`config.mk`:
```
export PLATFORM = sky130hd
export DESIGN_NAME = note_token_stream_parser
export DESIGN_NICKNAME = d
export VERILOG_FILES = /design/src/rtl/nts_pkg.sv /design/src/rtl/nts_front.sv /design/src/rtl/nts_queue.sv /design/src/rtl/nts_back.sv /design/src/rtl/note_token_stream_parser.sv
export SDC_FILE = /design/constraint.sdc
export NUM_CORES = 1
export LEC_CHECK = 0
export ABC_CLOCK_PERIOD_IN_PS = 15700
export BUFFER_PORTS_ARGS = -buffer_cell sky130_fd_sc_hd__buf_2
export CORE_UTILIZATION = 40
export DETAILED_ROUTE_END_ITERATION = 10
export GPL_TIMING_DRIVEN = 1
export HOLD_SLACK_MARGIN = 0.06
export SLEW_MARGIN = 0
export SYNTH_ARGS = -nofsm -noshare
export SYNTH_HDL_FRONTEND = slang
export SYNTH_SLANG_ARGS = --single-unit
```
`constraint.sdc`:
```
create_clock -name clock -period 15.7 [get_ports clock]
set_clock_uncertainty 0.1 [all_clocks]
set_input_delay 2.355 -clock clock [delete_from_list [all_inputs] [get_ports clock]]
set_output_delay 2.355 -clock clock [all_outputs]
set_load 0.05 [all_outputs]
```
`src/rtl/nts_pkg.sv`:
```
// Shared types and constants for the note token stream parser.
// No dependencies; every other file refers to this package by scoped names.

package nts_pkg;

   localparam int FIELD_W     = 8;
   localparam int TPWN_W      = 12;
   localparam int PROD_W      = FIELD_W + TPWN_W;
   localparam int DIV_STEPS   = PROD_W;
   localparam int DIV_CNT_W   = $clog2(DIV_STEPS);
   localparam int TIME_W      = 32;
   localparam int ONSET_W     = 20;
   localparam int ONSET_BITS  = 20;
   localparam int QUEUE_DEPTH = 4;
   localparam int QUEUE_AW    = $clog2(QUEUE_DEPTH);

   localparam logic [TPWN_W-1:0] TPWN_RESET = 12'd96;

   localparam logic [1:0] EV_NOTE  = 2'd0;
   localparam logic [1:0] EV_TRACK = 2'd1;
   localparam logic [1:0] EV_PIECE = 2'd2;

   localparam logic [7:0] CH_MINUS = 8'h2D;
   localparam logic [7:0] CH_TILDE = 8'h7E;
   localparam logic [7:0] CH_SLASH = 8'h2F;
   localparam logic [7:0] CH_COLON = 8'h3A;
   localparam logic [7:0] CH_SPACE = 8'h20;
   localparam logic [7:0] CH_NL    = 8'h0A;
   localparam logic [7:0] CH_R     = 8'h52;
   localparam logic [7:0] CH_M     = 8'h4D;
   localparam logic [7:0] CH_P     = 8'h50;
   localparam logic [7:0] CH_N     = 8'h4E;

   typedef enum logic [3:0] {
      PM_IDLE,
      PM_SKIPR,
      PM_NUMER,
      PM_DENOM,
      PM_POS,
      PM_NMARK,
      PM_NSKIP,
      PM_PITCH,
      PM_DUR,
      PM_VEL,
      PM_TRACK
   } parse_mode_type;

   typedef enum logic [2:0] {
      OP_TRACK,
      OP_PIECE,
      OP_MEASURE,
      OP_POS,
      OP_NOTE
   } op_kind_type;

   typedef enum logic {
      BK_RUN,
      BK_DIV
   } back_state_type;

   // a: pitch / numerator / position, b: duration / denominator
   typedef struct packed {
      op_kind_type        kind;
      logic               cont;
      logic [FIELD_W-1:0] a;
      logic [FIELD_W-1:0] b;
      logic [FIELD_W-1:0] vel;
      logic [FIELD_W-1:0] track;
   } op_type;

endpackage

```
`src/rtl/nts_front.sv`:
```
// Byte front end: token state machine and base-36 field accumulation.
// Depends on nts_pkg; emits one operation per completed token into the queue.

module nts_front (
   input  logic                         clock,
   input  logic                         reset,
   input  logic                         byte_valid,
   input  logic [7:0]                   byte_data,
   input  logic                         queue_full,
   output logic                         byte_ready,
   output logic                         push,
   output nts_pkg::op_type              push_op
);

   nts_pkg::parse_mode_type mode_ff, mode_in;
   logic [nts_pkg::FIELD_W-1:0] accum_ff, accum_in;
   logic neg_ff, neg_in;
   logic at_start_ff, at_start_in;
   logic [nts_pkg::FIELD_W-1:0] num_ff, num_in;
   logic pcont_ff, pcont_in;
   logic [nts_pkg::FIELD_W-1:0] ppitch_ff, ppitch_in;
   logic [nts_pkg::FIELD_W-1:0] pdur_ff, pdur_in;
   logic [nts_pkg::FIELD_W-1:0] pvel_ff, pvel_in;

   logic                        take_byte;
   logic                        do_feed;
   logic                        do_take;
   logic                        is_digit;
   logic [5:0]                  dval;
   logic [nts_pkg::FIELD_W-1:0] fed_accum;
   logic [nts_pkg::FIELD_W-1:0] taken;

   // no transfer is taken while reset is held
   assign byte_ready = !reset && !queue_full;
   assign take_byte  = byte_valid && byte_ready;

   always_comb begin
      is_digit = 1'b0;
      dval     = '0;
      if (byte_data inside {[8'h30:8'h39]}) begin
         is_digit = 1'b1;
         dval     = 6'(byte_data - 8'h30);
      end else if (byte_data inside {[8'h41:8'h5A]}) begin
         is_digit = 1'b1;
         dval     = 6'(byte_data - 8'h37);
      end
   end

   assign fed_accum = nts_pkg::FIELD_W'(16'(accum_ff) * 16'd36 + 16'(dval));
   assign taken     = neg_ff ? nts_pkg::FIELD_W'(9'd0 - 9'(accum_ff)) : accum_ff;

   always_comb begin
      mode_in     = mode_ff;
      accum_in    = accum_ff;
      neg_in      = neg_ff;
      at_start_in = at_start_ff;
      num_in      = num_ff;
      pcont_in    = pcont_ff;
      ppitch_in   = ppitch_ff;
      pdur_in     = pdur_ff;
      pvel_in     = pvel_ff;
      do_feed     = 1'b0;
      do_take     = 1'b0;
      push        = 1'b0;
      push_op     = '0;
      push_op.kind = nts_pkg::OP_TRACK;

      if (take_byte) begin
         case (mode_ff)
            nts_pkg::PM_IDLE: begin
               if (byte_data == nts_pkg::CH_R) begin
                  mode_in      = nts_pkg::PM_SKIPR;
                  push         = 1'b1;
                  push_op.kind = nts_pkg::OP_TRACK;
               end else if (byte_data == nts_pkg::CH_M) begin
                  mode_in = nts_pkg::PM_NUMER;
               end else if (byte_data == nts_pkg::CH_P) begin
                  mode_in = nts_pkg::PM_POS;
               end else if (byte_data == nts_pkg::CH_N) begin
                  pcont_in = 1'b0;
                  mode_in  = nts_pkg::PM_NMARK;
               end else if (byte_data == nts_pkg::CH_NL) begin
                  push         = 1'b1;
                  push_op.kind = nts_pkg::OP_PIECE;
               end
            end
            nts_pkg::PM_SKIPR: begin
               if (byte_data == nts_pkg::CH_SPACE) mode_in = nts_pkg::PM_IDLE;
            end
            nts_pkg::PM_NUMER: begin
               if (byte_data == nts_pkg::CH_SLASH) begin
                  num_in  = taken;
                  do_take = 1'b1;
                  mode_in = nts_pkg::PM_DENOM;
               end else begin
                  do_feed = 1'b1;
               end
            end
            nts_pkg::PM_DENOM: begin
               if (byte_data == nts_pkg::CH_SPACE) begin
                  push         = 1'b1;
                  push_op.kind = nts_pkg::OP_MEASURE;
                  push_op.a    = num_ff;
                  push_op.b    = taken;
                  do_take      = 1'b1;
                  mode_in      = nts_pkg::PM_IDLE;
               end else begin
                  do_feed = 1'b1;
               end
            end
            nts_pkg::PM_POS: begin
               if (byte_data == nts_pkg::CH_SPACE) begin
                  push         = 1'b1;
                  push_op.kind = nts_pkg::OP_POS;
                  push_op.a    = taken;
                  do_take      = 1'b1;
                  mode_in      = nts_pkg::PM_IDLE;
               end else begin
                  do_feed = 1'b1;
               end
            end
            nts_pkg::PM_NMARK: begin
               if (byte_data == nts_pkg::CH_TILDE) begin
                  pcont_in = 1'b1;
                  mode_in  = nts_pkg::PM_NSKIP;
               end else begin
                  mode_in = nts_pkg::PM_PITCH;
               end
            end
            nts_pkg::PM_NSKIP: begin
               mode_in = nts_pkg::PM_PITCH;
            end
            nts_pkg::PM_PITCH: begin
               if (byte_data == nts_pkg::CH_COLON) begin
                  ppitch_in = taken;
                  do_take   = 1'b1;
                  mode_in   = nts_pkg::PM_DUR;
               end else begin
                  do_feed = 1'b1;
               end
            end
            nts_pkg::PM_DUR: begin
               if (byte_data == nts_pkg::CH_COLON) begin
                  pdur_in = taken;
                  do_take = 1'b1;
                  mode_in = nts_pkg::PM_VEL;
               end else begin
                  do_feed = 1'b1;
               end
            end
            nts_pkg::PM_VEL: begin
               if (byte_data == nts_pkg::CH_COLON) begin
                  pvel_in = taken;
                  do_take = 1'b1;
                  mode_in = nts_pkg::PM_TRACK;
               end else begin
                  do_feed = 1'b1;
               end
            end
            nts_pkg::PM_TRACK: begin
               if (byte_data == nts_pkg::CH_SPACE) begin
                  push          = 1'b1;
                  push_op.kind  = nts_pkg::OP_NOTE;
                  push_op.cont  = pcont_ff;
                  push_op.a     = ppitch_ff;
                  push_op.b     = pdur_ff;
                  push_op.vel   = pvel_ff;
                  push_op.track = taken;
                  do_take       = 1'b1;
                  mode_in       = nts_pkg::PM_IDLE;
               end else begin
                  do_feed = 1'b1;
               end
            end
            default: begin
               mode_in = nts_pkg::PM_IDLE;
            end
         endcase
      end

      // leading minus only counts as the very first field character
      if (do_feed) begin
         at_start_in = 1'b0;
         if (at_start_ff && byte_data == nts_pkg::CH_MINUS) begin
            neg_in = 1'b1;
         end else if (is_digit) begin
            accum_in = fed_accum;
         end
      end
      if (do_take) begin
         accum_in    = '0;
         neg_in      = 1'b0;
         at_start_in = 1'b1;
      end
   end

   always_ff @(posedge clock) begin
      if (reset) begin
         mode_ff     <= nts_pkg::PM_IDLE;
         accum_ff    <= '0;
         neg_ff      <= 1'b0;
         at_start_ff <= 1'b1;
         num_ff      <= '0;
         pcont_ff    <= 1'b0;
         ppitch_ff   <= '0;
         pdur_ff     <= '0;
         pvel_ff     <= '0;
      end else begin
         mode_ff     <= mode_in;
         accum_ff    <= accum_in;
         neg_ff      <= neg_in;
         at_start_ff <= at_start_in;
         num_ff      <= num_in;
         pcont_ff    <= pcont_in;
         ppitch_ff   <= ppitch_in;
         pdur_ff     <= pdur_in;
         pvel_ff     <= pvel_in;
      end
   end

endmodule

```
`src/rtl/nts_queue.sv`:
```
// Short operation queue between the byte front end and the back end.
// Depends on nts_pkg for the operation type and depth.

module nts_queue (
   input  logic            clock,
   input  logic            reset,
   input  logic            push,
   input  nts_pkg::op_type push_op,
   input  logic            pop,
   output nts_pkg::op_type pop_op,
   output logic            full,
   output logic            empty
);

   nts_pkg::op_type              mem_ff [nts_pkg::QUEUE_DEPTH];
   logic [nts_pkg::QUEUE_AW-1:0] wr_ptr_ff, wr_ptr_in;
   logic [nts_pkg::QUEUE_AW-1:0] rd_ptr_ff, rd_ptr_in;
   logic [nts_pkg::QUEUE_AW:0]   count_ff, count_in;
   logic                         do_push;
   logic                         do_pop;

   assign full    = (count_ff == (nts_pkg::QUEUE_AW+1)'(nts_pkg::QUEUE_DEPTH));
   assign empty   = (count_ff == '0);
   assign do_push = push && !full;
   assign do_pop  = pop && !empty;
   assign pop_op  = mem_ff[rd_ptr_ff];

   always_comb begin
      wr_ptr_in = do_push ? wr_ptr_ff + 1'b1 : wr_ptr_ff;
      rd_ptr_in = do_pop ? rd_ptr_ff + 1'b1 : rd_ptr_ff;
      count_in  = count_ff;
      if (do_push && !do_pop) count_in = count_ff + 1'b1;
      else if (do_pop && !do_push) count_in = count_ff - 1'b1;
   end

   always_ff @(posedge clock) begin
      if (do_push) mem_ff[wr_ptr_ff] <= push_op;
   end

   always_ff @(posedge clock) begin
      if (reset) begin
         wr_ptr_ff <= '0;
         rd_ptr_ff <= '0;
         count_ff  <= '0;
      end else begin
         wr_ptr_ff <= wr_ptr_in;
         rd_ptr_ff <= rd_ptr_in;
         count_ff  <= count_in;
      end
   end

endmodule

```
`src/rtl/nts_back.sv`:
```
// Back end: timing state, measure-length divider and the result register.
// Depends on nts_pkg; takes operations from nts_queue in order.

module nts_back (
   input  logic                           clock,
   input  logic                           reset,
   input  logic                           csr_write_enable,
   input  logic [nts_pkg::TPWN_W-1:0]     csr_write_data,
   input  logic                           q_empty,
   input  nts_pkg::op_type                q_op,
   output logic                           q_pop,
   output logic                           rsp_valid,
   input  logic                           rsp_ready,
   output logic [1:0]                     rsp_event_kind,
   output logic                           rsp_continued,
   output logic [nts_pkg::ONSET_W-1:0]    rsp_onset_tick,
   output logic [nts_pkg::FIELD_W-1:0]    rsp_pitch_value,
   output logic [nts_pkg::FIELD_W-1:0]    rsp_duration_value,
   output logic [nts_pkg::FIELD_W-1:0]    rsp_velocity_value,
   output logic [nts_pkg::FIELD_W-1:0]    rsp_track_number,
   output logic                           rsp_divide_error
);

   nts_pkg::back_state_type state_ff, state_in;
   logic [nts_pkg::TPWN_W-1:0]   tpwn_ff, tpwn_in;
   logic [nts_pkg::TIME_W-1:0]   start_ff, start_in;
   logic [nts_pkg::TIME_W-1:0]   len_ff, len_in;
   logic [nts_pkg::TIME_W-1:0]   time_ff, time_in;
   logic                         flag_ff, flag_in;
   logic [nts_pkg::PROD_W-1:0]   quot_ff, quot_in;
   logic [nts_pkg::FIELD_W-1:0]  rem_ff, rem_in;
   logic [nts_pkg::FIELD_W-1:0]  den_ff, den_in;
   logic [nts_pkg::DIV_CNT_W-1:0] cnt_ff, cnt_in;

   logic                          valid_ff, valid_in;
   logic [1:0]                    kind_ff, kind_in;
   logic                          cont_ff, cont_in;
   logic [nts_pkg::ONSET_W-1:0]   onset_ff, onset_in;
   logic [nts_pkg::FIELD_W-1:0]   pitch_ff, pitch_in;
   logic [nts_pkg::FIELD_W-1:0]   dur_ff, dur_in;
   logic [nts_pkg::FIELD_W-1:0]   vel_ff, vel_in;
   logic [nts_pkg::FIELD_W-1:0]   trk_ff, trk_in;
   logic                          err_ff, err_in;

   logic                          out_free;
   logic [nts_pkg::FIELD_W:0]     rem_shift;
   logic [nts_pkg::FIELD_W:0]     rem_diff;
   logic                          q_bit;
   logic [nts_pkg::PROD_W-1:0]    quot_next;

   assign out_free  = !valid_ff || rsp_ready;

   // restoring division, one quotient bit per cycle
   assign rem_shift = {rem_ff, quot_ff[nts_pkg::PROD_W-1]};
   assign rem_diff  = rem_shift - {1'b0, den_ff};
   assign q_bit     = (rem_shift >= {1'b0, den_ff});
   assign quot_next = {quot_ff[nts_pkg::PROD_W-2:0], q_bit};

   always_comb begin
      state_in = state_ff;
      tpwn_in  = tpwn_ff;
      start_in = start_ff;
      len_in   = len_ff;
      time_in  = time_ff;
      flag_in  = flag_ff;
      quot_in  = quot_ff;
      rem_in   = rem_ff;
      den_in   = den_ff;
      cnt_in   = cnt_ff;
      valid_in = valid_ff;
      kind_in  = kind_ff;
      cont_in  = cont_ff;
      onset_in = onset_ff;
      pitch_in = pitch_ff;
      dur_in   = dur_ff;
      vel_in   = vel_ff;
      trk_in   = trk_ff;
      err_in   = err_ff;
      q_pop    = 1'b0;

      if (valid_ff && rsp_ready) valid_in = 1'b0;
      if (csr_write_enable) tpwn_in = csr_write_data;

      case (state_ff)
         nts_pkg::BK_RUN: begin
            if (!q_empty) begin
               case (q_op.kind)
                  nts_pkg::OP_TRACK, nts_pkg::OP_PIECE, nts_pkg::OP_NOTE: begin
                     if (out_free) begin
                        q_pop    = 1'b1;
                        valid_in = 1'b1;
                        cont_in  = 1'b0;
                        onset_in = '0;
                        pitch_in = '0;
                        dur_in   = '0;
                        vel_in   = '0;
                        trk_in   = '0;
                        err_in   = flag_ff;
                        if (q_op.kind == nts_pkg::OP_TRACK) begin
                           kind_in = nts_pkg::EV_TRACK;
                        end else if (q_op.kind == nts_pkg::OP_PIECE) begin
                           kind_in  = nts_pkg::EV_PIECE;
                           start_in = '0;
                           len_in   = '0;
                           time_in  = '0;
                           flag_in  = 1'b0;
                        end else begin
                           kind_in  = nts_pkg::EV_NOTE;
                           cont_in  = q_op.cont;
                           onset_in = nts_pkg::ONSET_W'(time_ff[nts_pkg::ONSET_BITS-1:0]);
                           pitch_in = q_op.a;
                           dur_in   = q_op.b;
                           vel_in   = q_op.vel;
                           trk_in   = q_op.track;
                        end
                     end
                  end
                  nts_pkg::OP_POS: begin
                     q_pop   = 1'b1;
                     time_in = start_ff + nts_pkg::TIME_W'(q_op.a);
                  end
                  nts_pkg::OP_MEASURE: begin
                     q_pop    = 1'b1;
                     start_in = start_ff + len_ff;
                     if (q_op.b == '0) begin
                        len_in  = '0;
                        flag_in = 1'b1;
                     end else begin
                        quot_in  = nts_pkg::PROD_W'(q_op.a) * nts_pkg::PROD_W'(tpwn_ff);
                        rem_in   = '0;
                        den_in   = q_op.b;
                        cnt_in   = '0;
                        state_in = nts_pkg::BK_DIV;
                     end
                  end
                  default: begin
                     q_pop = 1'b1;
                  end
               endcase
            end
         end
         nts_pkg::BK_DIV: begin
            quot_in = quot_next;
            rem_in  = q_bit ? rem_diff[nts_pkg::FIELD_W-1:0]
                            : rem_shift[nts_pkg::FIELD_W-1:0];
            cnt_in  = cnt_ff + 1'b1;
            if (cnt_ff == nts_pkg::DIV_CNT_W'(nts_pkg::DIV_STEPS - 1)) begin
               len_in   = nts_pkg::TIME_W'(quot_next);
               flag_in  = 1'b0;
               state_in = nts_pkg::BK_RUN;
            end
         end
         default: begin
            state_in = nts_pkg::BK_RUN;
         end
      endcase
   end

   always_ff @(posedge clock) begin
      if (reset) begin
         state_ff <= nts_pkg::BK_RUN;
         tpwn_ff  <= nts_pkg::TPWN_RESET;
         start_ff <= '0;
         len_ff   <= '0;
         time_ff  <= '0;
         flag_ff  <= 1'b0;
         cnt_ff   <= '0;
         valid_ff <= 1'b0;
      end else begin
         state_ff <= state_in;
         tpwn_ff  <= tpwn_in;
         start_ff <= start_in;
         len_ff   <= len_in;
         time_ff  <= time_in;
         flag_ff  <= flag_in;
         cnt_ff   <= cnt_in;
         valid_ff <= valid_in;
      end
   end

   always_ff @(posedge clock) begin
      quot_ff  <= quot_in;
      rem_ff   <= rem_in;
      den_ff   <= den_in;
      kind_ff  <= kind_in;
      cont_ff  <= cont_in;
      onset_ff <= onset_in;
      pitch_ff <= pitch_in;
      dur_ff   <= dur_in;
      vel_ff   <= vel_in;
      trk_ff   <= trk_in;
      err_ff   <= err_in;
   end

   assign rsp_valid          = valid_ff;
   assign rsp_event_kind     = kind_ff;
   assign rsp_continued      = cont_ff;
   assign rsp_onset_tick     = onset_ff;
   assign rsp_pitch_value    = pitch_ff;
   assign rsp_duration_value = dur_ff;
   assign rsp_velocity_value = vel_ff;
   assign rsp_track_number   = trk_ff;
   assign rsp_divide_error   = err_ff;

endmodule

```
`src/rtl/note_token_stream_parser.sv`:
```
// Top level of the note token stream parser: front end, op queue, back end.
// Depends on nts_pkg, nts_front, nts_queue and nts_back.
//
//   channel  dir  handshake                     payload
//   req      in   req_valid / req_ready         req_stream_byte
//   rsp      out  rsp_valid / rsp_ready         event kind, note fields, divide error
//   csr      in   csr_write_enable              csr_write_data (ticks per whole note)
//
// The front end takes one byte per cycle while the 4-entry op queue has room.
// Position ops never wait for the output register; a measure op with a nonzero
// denominator runs through the bit-serial divider, which holds off all other ops until done.
// Results sit in one output register; track, piece and note ops stall while it is held.
// Synchronous reset, no clearing pass: the block takes bytes in the cycle after reset.

module note_token_stream_parser (
   input  logic                           clock,
   input  logic                           reset,
   input  logic                           req_valid,
   output logic                           req_ready,
   input  logic [7:0]                     req_stream_byte,
   output logic                           rsp_valid,
   input  logic                           rsp_ready,
   output logic [1:0]                     rsp_event_kind,
   output logic                           rsp_continued,
   output logic [nts_pkg::ONSET_W-1:0]    rsp_onset_tick,
   output logic [nts_pkg::FIELD_W-1:0]    rsp_pitch_value,
   output logic [nts_pkg::FIELD_W-1:0]    rsp_duration_value,
   output logic [nts_pkg::FIELD_W-1:0]    rsp_velocity_value,
   output logic [nts_pkg::FIELD_W-1:0]    rsp_track_number,
   output logic                           rsp_divide_error,
   input  logic                           csr_write_enable,
   input  logic [nts_pkg::TPWN_W-1:0]     csr_write_data
);

   logic            q_push;
   nts_pkg::op_type q_push_op;
   logic            q_pop;
   nts_pkg::op_type q_pop_op;
   logic            q_full;
   logic            q_empty;

   nts_front u_front (
      .clock      (clock),
      .reset      (reset),
      .byte_valid (req_valid),
      .byte_data  (req_stream_byte),
      .queue_full (q_full),
      .byte_ready (req_ready),
      .push       (q_push),
      .push_op    (q_push_op)
   );

   nts_queue u_queue (
      .clock   (clock),
      .reset   (reset),
      .push    (q_push),
      .push_op (q_push_op),
      .pop     (q_pop),
      .pop_op  (q_pop_op),
      .full    (q_full),
      .empty   (q_empty)
   );

   nts_back u_back (
      .clock              (clock),
      .reset              (reset),
      .csr_write_enable   (csr_write_enable),
      .csr_write_data     (csr_write_data),
      .q_empty            (q_empty),
      .q_op               (q_pop_op),
      .q_pop              (q_pop),
      .rsp_valid          (rsp_valid),
      .rsp_ready          (rsp_ready),
      .rsp_event_kind     (rsp_event_kind),
      .rsp_continued      (rsp_continued),
      .rsp_onset_tick     (rsp_onset_tick),
      .rsp_pitch_value    (rsp_pitch_value),
      .rsp_duration_value (rsp_duration_value),
      .rsp_velocity_value (rsp_velocity_value),
      .rsp_track_number   (rsp_track_number),
      .rsp_divide_error   (rsp_divide_error)
   );

endmodule

```
== Yosys cells after proc, flatten, opt, wreduce, memory -nomap -nowiden ==
Memory sizes are Yosys's and may differ from the RTL's. A register that Yosys moved wholly into a read port is not among the register bits.
Index checks and enable logic that the tools add are counted.
Storage, ports and cells
  word-level logic and storage cells: 256
  memory bits (writable): 144
  bits of input ports: 25
  memories: 1
  register bits after elaboration: 250
  output and inout port bits: 58
Memories
  u_queue.mem_ff: words 4, width 36, rd ports 1, clocked after Yosys merged registers in 1, wr ports 1, RTL line nts_queue.sv:15  | nts_pkg::op_type mem_ff [nts_pkg::QUEUE_DEPTH];
Cells by class
  add/sub/neg operators: 12
  magnitude comparators: 5
  eq/ne operators: 49
  $mul: 2
  muxes and demuxes: 107
  bitwise logic cells: 4
  reductions and logical operators: 45
Operators by type and width (count)
  32-bit two-way mux: 6
  32-bit case mux with 2 select lines: 3
  20-bit case mux with 2 select lines: 2
  36-bit two-way mux: 2
  20-bit two-way mux: 3
  8-bit two-way mux: 6
  1-bit two-way mux: 46
  8-bit by 7-bit == test with 1-bit output (second input constant): 5
  4-bit two-way mux: 9
  32-bit adder: 1
  8-bit by 6-bit == test with 1-bit output (second input constant): 4
  16-bit two-way mux: 2
  4-bit case mux with 8 select lines: 1
  8-bit case mux with 2 select lines: 2
  8-bit case mux with 3 select lines: 1
  7-bit AND reduction: 3
  20-bit by 8-bit adder with 20-bit output: 1
  8-bit by 12-bit multiplier with 20-bit output: 1
  2-bit by 1-bit != test with 1-bit output (second input constant): 9
  3-bit AND reduction: 6
  4-bit by 3-bit == test with 1-bit output (second input constant): 4
  2-bit != test (second input constant): 8
  3-bit two-way mux: 5
  5-bit two-way mux: 3
  other kinds (45): 91

== Logic depth before layout (Yosys ltp) ==
  depth in word-level cells: 13
  depth in mapped cells: 23
  mapped depth without buffers: 19

== Hierarchy ==
A second synthesis with hierarchy kept.
Unflattened totals
  cell total of the unflattened synthesis: 1761
  area total of the unflattened synthesis: 20194.4 um^2
Modules (own cells, without submodules)
  nts_back: area an instance 11169.5 um^2, cells an instance 1120, times used 1, sequential area each 4364.2 um^2
  nts_queue: area an instance 5696.7 um^2, cells an instance 236, times used 1, sequential area each 4504.3 um^2
  nts_front: area an instance 3328.2 um^2, cells an instance 405, times used 1, sequential area each 940.9 um^2

== Least setup slack after synthesis ==
Ideal clock, no wire load.
  path type: register -> register
  from: reg with a tool-made name
  to: reg u_back.quot_ff[19] (netlist name), data pin
  path buffers: 4
  clock period less this slack: 5.857 ns
  setup slack: 9.843 ns
  stages on the path, launching flop included: 21
  setup time: 0.260 ns
  arrival: 5.497 ns
  data required time: 15.340 ns
  path through: dfxtp_1 buf_6 buf_12 buf_2 mux4_2 clkbuf_1 and2_1 fa_1 fa_1 fa_1 inv_1 fa_1 inv_1 ha_1 nand4_1 nor2_1 o31ai_1 a311oi_1 a221oi_1 xnor2_1 mux2_2
RTL lines
  to (signal assigned): RTL line nts_back.sv:182  | quot_ff <= quot_in;
  to (decl): RTL line nts_back.sv:30  | logic [nts_pkg::PROD_W-1:0] quot_ff, quot_in;

==> flow_summary.ini <==
[logic_synthesis]
synth_top_area_share_pct = 35.4
ys_seq_area_share_pct = 49.0
ys.warnings.count = 0
syn-num-nets = 1934
yosys.area.top_type = edfxtp_1
synthTopCellsByCount = edfxtp_1, nor2_1, dfxtp_1, inv_1, nand2_1
synth-edff-count = 236
yosysUniqueCellTypes = 88
syn-cell-area_um2 = 20000
synthArstFlopShare_pct = 0
synthFlopType = edfxtp_1
syn_inst = 1746
ys_ff_latch = 372
avgSynthCellArea_um2 = 11.5
synth_area_leaders = edfxtp_1, dfxtp_1, fa_1
yosysMostFrequentCell = edfxtp_1

[setup_path]
r2r_cells = 17
path_max_fanout = 36
cp-start-kind = flop
end_kind = flop
critPathMostFrequentCell = fa_1
criticalPathCategory = flop to flop
required_ns = 15.91
slowest_stage = mux4_1
crit_chain = buf_4 > mux4_1 > and2_1 > fa_1 > fa_1 > fa_1 > inv_1 > fa_1 > inv_1 > ha_1 > nand4_1 > nor2_1 > o31ai_1 > a311oi_1 > a221oi_1 > xnor2_1 > mux2_2
critPathMaxStageDelay_ns = 0.93
crit_arrival_ns = 6.87

[sta]
hold_viol = 0
clock.fmax_ghz = 0.150
rsz0062_at_grt = no
tightest_slew_ns = 1.22
setup_violations = 0
maxSlewHeadroom_pct = 18.1
finalCritPeriodShare_pct = 42.4
fin_crit_ns = 6.66
setup_tns_ns = 0
slew_viol_final = 0

[finish]
finish.instance_area_um2 = 22500
multi_input_area_um2 = 9430
n_fill_cell = 4541
syn2layout_area_growth_pct = 12.6
final_nets = 2003
seq_area_um2 = 9810
antenna_cells = 0
layout-drive-gt1-share_pct = 13.0

[global_route]
antenna_found_initial = 0
grt_max_degree = 79
grt_pass1_wl_um = 70700
track_usage_pct = 17.7
grt.overflow.total = 0
grt_pass1_vias = 13200

[placed_design]
dpl_cell_area_um2 = 21100
post-dp-hpwl_um = 31000
gp_congestion = 0.865
port-buffer-count = 82

[clock_network]
clkTransAtPathRegs_ns = 0.06
clock_latency_ns = 0.58
clockBufferDepth = 3
htreeDepth = 2
cts_tree = built
cts_buffers = 41
post_cts_resized = 0
cts_hold_buffers = 0
post-cts-setup-buffers = 0
cts_root_buf = clkbuf_16
clock-sinks = 372

[status]
status = completed

[routing]
route.detailed.drc = 0
wl_um = 44000
drtIter0Drc = 790
firstDrtPassIters = 7
dr_total_vias = 13100
drt-wirelength-per-cell_um = 17.5
routed_via_density = 5.20
postRouteAntennaNets = 0

[power_and_ir_drop]
ir_drop_mv = 0.0910
p_per_area_nw_per_um2 = 119
leakagePower_nw = 8.86

[die]
die_area_um2 = 50900
num_io_pins = 83
die_y_um = 226
rows = 81
die_w_um = 226
core_um2 = 49200
start_util_pct = 40.7

[min_path]
hold_depth = 2
hp-class = flop to flop

[flow_run]
max_cap_viol_count = 0
cells by family after synthesis:
family | count (synthesis) | synth area share, %
simple gates | 565 | 14.4
xor+xnor | 72 | 3.15
flops | 372 | 49.0
fa+ha+maj | 163 | 12.6
compound gates | 310 | 10.7
buf+inv | 193 | 4.02
mux | 71 | 6.04
layout make-up:
| class | instances | area share, % |
|---|---|---|
| clock inverters | 22 | 1.47 |
| repair buffers | 96 | 2.30 |
| flip-flops and latches | 372 | 43.5 |
| clock buffers | 54 | 5.17 |
| well taps | 664 | 3.68 |
| multi-input cells | 1181 | 41.8 |
| inverters | 123 | 2.05 |
metrics by stage:
stage / util [%] / hold WS [ns] / cells / worst slack, ns / power [mW]
6_report: 45.9 / 0.343 / 2512 / 9.04 / 2.68
5_1_grt: 45.9 / 0.366 / 2512 / 8.73 / 2.81
4_1_cts: 45.9 / 0.348 / 2512 / 9.08 / 2.71
3_5_place_dp: 42.8 / 0.334 / 2436 / 9.12 / 1.66
3_3_place_gp: 42.8 / 0.320 / 2436 / 9.20 / 1.64
2_1_floorplan: - / 0.308 / 1746 / 9.84 / 1.52
layout by cell type (no fill, tap or decap), types with 9 or more instances in the layout:
cell / netlist / layout
mux4_2: 26 / 26
buf_4: 3 / 15
o21ai_0: 45 / 45
xnor2_1: 41 / 41
mux4_1: 10 / 10
nand3_1: 30 / 30
inv_1: 122 / 122
a21o_1: 23 / 23
nand4_1: 10 / 10
nor2_1: 177 / 175
a22oi_1: 32 / 32
dfxtp_1: 136 / 135
edfxtp_1: 236 / 236
clkbuf_16: 0 / 42
a31oi_1: 9 / 9
nand2_1: 101 / 101
buf_2: 12 / 81
and2_1: 87 / 87
a211oi_1: 22 / 22
ha_1: 98 / 98
and3_1: 17 / 17
mux2i_1: 29 / 29
fa_1: 65 / 65
nor3_1: 11 / 11
a21oi_1: 87 / 87
o21ai_2: 9 / 9
nand2b_1: 10 / 10
xor2_1: 31 / 31
nor2b_1: 76 / 76
worst paths after layout:
| kind | startpoint | endpoint | slack (ns) |
|---|---|---|---|
| min | u_back.time_ff[18] | u_back.time_ff[18] | 0.34 |
| min reg2reg | u_back.time_ff[18] | u_back.time_ff[18] | 0.34 |
| max | flop | u_back.quot_ff[19] | 9.04 |
| max reg2reg | flop | u_back.quot_ff[19] | 9.04 |
flip-flops by register name, indices dropped and copies added (netlist names), 12 cells and up, named ones only:
register               count
u_back.len_ff             20
u_back.quot_ff            20
u_back.rsp_onset_tick     20
u_back.start_ff           20
u_back.time_ff            20
u_back.tpwn_ff            12
u_queue.mem_ff           144
power by group:
| part | switching (mW) | internal [mW] |
|---|---|---|
| Sequential | 0.0142 | 1.08 |
| Combinational | 0.339 | 0.193 |
| Clock | 0.408 | 0.644 |
worst max-delay path, delay by kind of cell (launching register included):
| kind | cells | cell delay [ns] |
|---|---|---|
| XOR/XNOR | 1 | 0.16 |
| AND/OR/NAND/NOR | 3 | 0.64 |
| adder cells (fa/ha/maj) | 5 | 2.46 |
| multiplexers | 2 | 1.19 |
| flip-flops | 1 | 0.31 |
| buffers and inverters | 3 | 0.66 |
| AO/OA/AOI/OAI | 3 | 0.85 |
layer usage:
layer  global-route usage (%)  part of all wire, %  wire length [um]  vias up
met3                     2.58                  3.5              1560       58
met5                        0                    0                 0        -
met2                     30.9                   50             21800      215
li1                         -                    -                 -     6352
met1                     22.3                   45             19600     6428
met4                     5.92                  2.4              1050        0
No activity file was read; power rests on OpenSTA's default activity.
